`config.mk`:
```
export PLATFORM = sky130hd
export DESIGN_NAME = hvd_root_cell
export DESIGN_NICKNAME = d
export VERILOG_FILES = /design/src/rtl/hvd_pkg.sv /design/src/rtl/hvd_root_cell.sv
export SDC_FILE = /design/constraint.sdc
export NUM_CORES = 1
export LEC_CHECK = 0
export ABC_AREA = 1
export ABC_CLOCK_PERIOD_IN_PS = 9300
export BUFFER_PORTS_ARGS = -buffer_cell sky130_fd_sc_hd__buf_2
export CAP_MARGIN = 40
export CORE_MARGIN = 10
export CORE_UTILIZATION = 30
export DETAILED_ROUTE_END_ITERATION = 6
export HOLD_SLACK_MARGIN = 0.1
export PLACE_DENSITY = 0.57
export SYNTH_ARGS = -nofsm -noshare
export SYNTH_HDL_FRONTEND = slang
export SYNTH_SLANG_ARGS = --single-unit
```
`constraint.sdc`:
```
create_clock -name clk -period 9.3 [get_ports clk]
set_clock_uncertainty 0.2 [all_clocks]
set_input_delay 2.79 -clock clk [delete_from_list [all_inputs] [get_ports clk]]
set_output_delay 2.79 -clock clk [all_outputs]
set_load 0.03 [all_outputs]
```
`src/rtl/hvd_pkg.sv`:
```
// Shared types, constants and tables for the haversine distance pipeline.
package hvd_pkg;

  // Fraction bits of the degree inputs
  localparam int ANGLE_FRAC_BITS = 20;

  localparam int CORDIC_STEPS = 30;
  localparam int ROOT_STEPS   = 31;
  localparam int STEP_W       = 5;

  // CORDIC datapath width (signed Q30 with headroom)
  localparam int DW = 34;
  // Square-root datapath width
  localparam int RW = 62;
  // Highest bit weight of the root search (2^60)
  localparam int ROOT_TOP = 60;

  // Input, conversion, rotation rows, product stages, roots, vector row, output
  localparam int LATENCY = 3 + CORDIC_STEPS + 8 + ROOT_STEPS + CORDIC_STEPS + 2;

  typedef logic signed [DW-1:0] cdc_t;

  typedef struct packed {
    cdc_t x;
    cdc_t y;
    cdc_t z;
  } cdc_vec_t;

  typedef struct packed {
    logic [RW-1:0] rem;
    logic [RW-1:0] res;
  } root_t;

  localparam logic [31:0] LAT_LIMIT = 32'(90) << ANGLE_FRAC_BITS;
  localparam logic [31:0] LON_LIMIT = 32'(180) << ANGLE_FRAC_BITS;

  localparam logic [34:0] DEG_TO_RAD = 35'd19190098069;
  localparam logic [17:0] DEG_LO = DEG_TO_RAD[17:0];
  localparam logic [16:0] DEG_HI = DEG_TO_RAD[34:18];

  localparam int SH_FULL = ANGLE_FRAC_BITS + 10;
  localparam int SH_HALF = ANGLE_FRAC_BITS + 11;
  localparam logic [65:0] RND_FULL = 66'(1) << (SH_FULL - 1);
  localparam logic [65:0] RND_HALF = 66'(1) << (SH_HALF - 1);

  localparam logic [35:0] HALF_PI_Q30 = 36'd1686629713;
  localparam logic [35:0] PI_Q30      = 36'd3373259426;
  localparam cdc_t GAIN_INV_Q30 = 34'sd652032874;
  localparam logic [22:0] EARTH_RADIUS = 23'd6371000;
  localparam logic [29:0] DIST_MAX = 30'd320241392;
  localparam logic [60:0] ONE_Q60 = 61'(1) << 60;

  localparam logic [31:0] ARC_TABLE [CORDIC_STEPS] = '{
    32'd843314857, 32'd497837829, 32'd263043837, 32'd133525159, 32'd67021687,
    32'd33543516, 32'd16775851, 32'd8388437, 32'd4194283, 32'd2097149,
    32'd1048576, 32'd524288, 32'd262144, 32'd131072, 32'd65536, 32'd32768,
    32'd16384, 32'd8192, 32'd4096, 32'd2048, 32'd1024, 32'd512, 32'd256,
    32'd128, 32'd64, 32'd32, 32'd16, 32'd8, 32'd4, 32'd2
  };

  // Arctangent of 2^-step in Q30
  function automatic cdc_t arc_angle(input logic [STEP_W-1:0] step);
    return $signed({2'b00, ARC_TABLE[step]});
  endfunction

endpackage

```
`src/rtl/hvd_root_cell.sv`:
```
// One digit-pair step of an integer square root, registered.
module hvd_root_cell (
  input  logic                       clk,
  input  logic                       en,
  input  logic [hvd_pkg::STEP_W-1:0] step,
  input  hvd_pkg::root_t             d_in,
  output hvd_pkg::root_t             d_out
);

  logic [5:0] shamt;
  logic [hvd_pkg::RW-1:0] bitv, trial;
  hvd_pkg::root_t d_next;

  // Trial subtract at this bit weight
  always_comb begin
    shamt = 6'(hvd_pkg::ROOT_TOP) - {step, 1'b0};
    bitv  = hvd_pkg::RW'(1) << shamt;
    trial = d_in.res + bitv;
    if (d_in.rem >= trial) begin
      d_next.rem = d_in.rem - trial;
      d_next.res = (d_in.res >> 1) + bitv;
    end else begin
      d_next.rem = d_in.rem;
      d_next.res = d_in.res >> 1;
    end
  end

  // Advance to the next cell
  always_ff @(posedge clk) begin
    if (en) begin
      d_out <= d_next;
    end
  end

endmodule

```
==> Yosys cells after proc, flatten, opt, wreduce, memory -nomap -nowiden <==
Cells that the tools add are included.
{ "word_totals": {"latchBits": 0, "input_bits": 131, "rom_bits": 0, "out_inout_bits": 124, "register_bits": 124, "elab_cells": 10, "memories": 0, "ram_bits": 0} }
{ "op_classes": {"add_sub_neg": 4, "n_shift": 1, "mux": 1, "eq_ne": 0, "n_mul": 0, "bitwise_logic": 0, "magnitude_cmp": 1, "reduce_logical": 0, "n_div": 0} }
{ "ops": {"columns": ["operator", "n"], "rows": [
  ["two-way mux 124 bit", 1],
  ["adder 61 x 62 -> 62 bit", 1],
  ["adder 62 bit", 1],
  [">= comparator 62 bit", 1],
  ["<< shifter 1 x 6 -> 62 bit (first input constant)", 1],
  ["subtractor 62 bit", 1],
  ["subtractor 6 bit (first input constant)", 1]
]} }

==> Longest topological paths before layout <==
{ "depth": {"depth_word": 5, "mapped_depth": 39, "mapped_depth_nobuf": 34} }

==> Least setup slack after synthesis <==
Ideal clock, no wire load.
{ "synth_path": {"kind": "input -> register", "startpoint": "input port step[1] (netlist bit)", "endpoint": "register d_out[100] (netlist bit) (data pin)", "required_ns": 8.833, "arrival_ns": 6.949, "setup_ns": 0.267, "path_stages": 35, "path_buffers": 5, "path_slack_ns": 1.884, "path_cell_list": "buf_4 nand2_1 inv_2 nand3_2 nand2_4 buf_6 clkbuf_1 inv_1 nor2_1 ha_1 nand2_1 o21ai_0 nand2_1 o21ai_0 inv_1 nand2_1 nand2_1 nand2_1 nand2_1 nand4_1 nand2_1 ha_1 nand2_1 nor2_1 inv_1 nor2_1 inv_1 nor4_1 nand4_1 nand3_2 inv_1 buf_2 buf_4 nand2_1 o21ai_0"} }
{ "synth_lines": {"columns": ["element", "line_no", "text"], "rows": [
  ["from (decl)", "hvd_root_cell.sv:5", "input logic [hvd_pkg::STEP_W-1:0] step,"],
  ["to (signal assigned)", "hvd_root_cell.sv:31", "d_out <= d_next;"],
  ["to (decl)", "hvd_root_cell.sv:7", "output hvd_pkg::root_t d_out"]
]} }

==> results by stage <==
Status:
- The run finished with clean final reports.

Routing:
- The final layout contains routed wiring with a total length of 78.8 mm.
- The post-route DRC violation count is 0.
- In the routed layout, each cell is associated on average with a via count of roughly 5.1.
- The count of antenna-violating nets left after detailed routing is 0.
- The routed wire length per instance is 19.8 um.
- The first detailed-routing pass took 7 iterations.
- The final route contains 20100 vias.
- The initial detailed-routing violation count is 1399.

Die:
- 255 I/O pins were placed.
- The total area inside the core boundary comes to 57800 um^2.
- The die is about 260 um wide.
- The number of placement rows is 88.
- The initial core utilization is 30.4%.
- The die covers 68600 um^2.
- In this run the vertical extent of the chip is between 200 and 300 um.

Critical path:
- The critical setup path kind is primary input to flop.
- The end point of the critical path is d_out[102].
- The cell repeated most along the worst path is nand2_1.
- For this run, the slowest stage of the critical path takes around 0.39 ns.
- The worst setup path is launched from a primary input.
- The worst setup path is captured at a flop.
- The data arrival time of the critical path is 8.61 ns.
- At the worst endpoint, the required time is 9.31 ns.
- The critical path's slowest cell is nand2_4.
- Tracing the worst setup path back leads to its startpoint at step[1].
- The largest fanout on the critical path is 94.

Placement:
- The routability congestion estimate is 0.989.
- The placed instances occupy a cell area of 19700 um^2.
- The quantity of I/O buffers inserted on ports is 254.
- The estimated wirelength of the detail-placed design is 68.1 mm.

Clock network:
- Counting every sink on the clock net gives 124.
- The cell sitting at the root of the clock tree is a clkbuf_16.
- The H-tree depth is 4.
- TritonCTS built the clock tree.
- In this run the deepest clock path goes through 2 buffers.
- Clock-pin slew was measured on the worst setup and hold paths at roughly 0.060 ns.
- The number of clock buffers added by TritonCTS is 17.
- For this design, the CTS-stage hold fixing added 0 buffers.
- The count of instances resized after the clock tree is built is 0.
- The number of setup buffers added after CTS is 0.

Synth:
- The top cell type by area accounts for 21.2% of the synthesized area.
- After synthesis the netlist holds a flip-flop and latch count of 124.
- The part of the Yosys area used for sequential elements is 21.2%.
- The number of different library cells used by synthesis comes to 56.
- The net count after synthesis is 3190.
- Yosys printed 0 warnings.
- Synthesis produced 2950 cells.
- Each instance of the synthesized netlist takes up on average 5.95 um^2.
- The total standard cell area after synthesis is roughly 18000 um^2.
- The commonest register cell after synthesis is edfxtp_1.
- The biggest area contributor in the post-synthesis netlist is edfxtp_1.
- The number of flops mapped to enable cells by yosys is 124.
- Sorting the synthesized cells by area gives the leading types as edfxtp_1 (21%), nand2_1 (19%), inv_1 (9.2%).
- The async set-or-reset flop fraction in the synthesized netlist is 0%.

Timing:
- The routed design could run at a clock period as short as 8.60 ns.
- Setup violations remaining at the end of the flow were counted as 0.
- After layout, the worst path uses between 90% and 100% of the clock period.
- Derived from the worst setup path, the maximum achievable clock frequency is 116 MHz.
- The aggregate negative setup slack is 0 ns.
- Setup repair after global routing left no endpoint under its margin.
- The number of hold-slack violations in the final timing report was 0.
- Measured against its own limit, the worst slew margin works out to 42.6%.
- The measured slew at the worst slew-check pin is about 0.85 ns.
- The final number of max-transition violations was 0.

Cells and area:
- The register with the highest flop count is d_out.
- The total non-filler cell area in the finished layout is 20300 um^2.
- In the layout the commonest cells are nand2_1 (886), inv_1 (427), nor2_1 (368), buf_2 (253).
- Cells with a size suffix above 1 make up 12.7% of the layout.
- The largest registers in the layout are d_out (124).
- Relative to the synthesized area, the layout overhead comes to 15.9%.
- For this run, the share of the core covered by cells in the final layout is 35.2%.
- The library cell used most frequently in the layout, excluding fill and tap cells, is nand2_1.
- The flip-flop count of the largest register after layout is roughly 120.
- The final layout contains 3443 nets.

Global route:
- The global routing usage on met1 is 27.8%.
- Entering global routing, the biggest net connects 95 pins.
- The global routing stage identified its most utilized layer as met2.
- The met3 capacity usage during global routing is 3.39%.
- The number of global-route vias before repair came to 19600.
- The total overflow reported by the global router is 0.
- The global-route wire length before repair is 115 mm.
- The met2 usage in global routing is about two fifths.
- Global routing used 22.5% of the available tracks across all layers.
- The initial antenna violation count is 6.

Pwr:
- The areal power density over the cells is 121 nW/um^2.
- The leakage power total is 9.58 nW.
- The design draws 2.46 mW.
- The maximum vdd drop is 0.151 mV.

Hold path:
- The tightest min-delay check is of the primary input to flop type.

Job:
- The tool flagged a number of max-cap violations equal to 0.
[worst min-delay path by stage]
stage | start | endpoint | slack [ns] | cells after the start
6_report | d_in[103] | d_out[103] | 2.40 | 3
5_1_grt | d_in[71] | d_out[71] | 2.40 | 3
4_1_cts | d_in[64] | d_out[64] | 2.36 | 3
3_5_place_dp | d_in[64] | d_out[64] | 2.90 | 3
3_3_place_gp | d_in[98] | d_out[98] | 2.90 | 3
2_1_floorplan | en | d_out[0] | 2.70 | 0
[layer usage]
metal / vias to the layer above / wire length, um
met5: - / 28
met4: 4 / 3240
met3: 141 / 4630
met2: 660 / 36900
met1: 9163 / 34100
li1: 10100 / -
[cell families (layout without fill, tap and decap cells)]
kind of cell / Yosys count / after routing / share of synthesized area (%)
flip-flops: 124 / 124 / 21.2
AO/OA/AOI/OAI: 474 / 474 / 15.2
other: 0 / 3 / 0
AND/OR/NAND/NOR: 1635 / 1635 / 39.5
adder cells (fa/ha/maj): 109 / 109 / 7.81
XOR/XNOR: 100 / 100 / 4.99
buffers and inverters: 508 / 772 / 11.3
[layout make-up]
cell class	count	area [um^2]
timing repair buffer	266	1430
clock inverter	10	149
inverter	476	1790
tap	765	957
sequential	124	3720
antenna	3	7.51
fill	6528	37500
multi-input combinational	2318	11900
clock buffer	20	437
[critical path, delay by kind of cell]
kind | cells | cell delay (ns)
adders and majority gates | 2 | 0.64
AOI/OAI and AO/OA | 3 | 0.61
buffers and inverters | 8 | 1.21
and+or+nand+nor | 19 | 3.28
[cells in the mapped netlist, types with 12 or more instances]
| cell | instances |
|---|---|
| nand2_2 | 16 |
| xnor2_1 | 47 |
| o21ai_1 | 33 |
| edfxtp_1 | 124 |
| a31oi_1 | 23 |
| nor2_2 | 15 |
| o21bai_1 | 13 |
| nand3_1 | 180 |
| nand3_2 | 12 |
| inv_1 | 428 |
| ha_1 | 108 |
| buf_2 | 12 |
| a21oi_1 | 148 |
| nand3b_1 | 28 |
| o21ai_0 | 180 |
| a21o_1 | 16 |
| inv_2 | 46 |
| nand4_1 | 53 |
| nor3_1 | 44 |
| nand2_1 | 886 |
| xor2_1 | 53 |
| nor2_1 | 368 |
[metrics by stage]
stage                     instances  hold slack [ns]  setup slack (ns)
final                          3982             2.40             0.701
after global placement         3948             2.90             0.452
after CTS                      3979             2.36             0.943
after floorplan                2950             2.70              1.88
after detailed placement       3949             2.90             0.404
after global routing           3982             2.40             0.244
[power by group]
part | leakage [nW] | internal, mW | switching [mW] | total, mW
sequential | 1.21 | 0.715 | 0.0215 | 0.736
combinational | 8.09 | 0.292 | 0.726 | 1.02
clock | 0.282 | 0.439 | 0.269 | 0.708
Note: power is estimated with default switching activity, not from simulation.
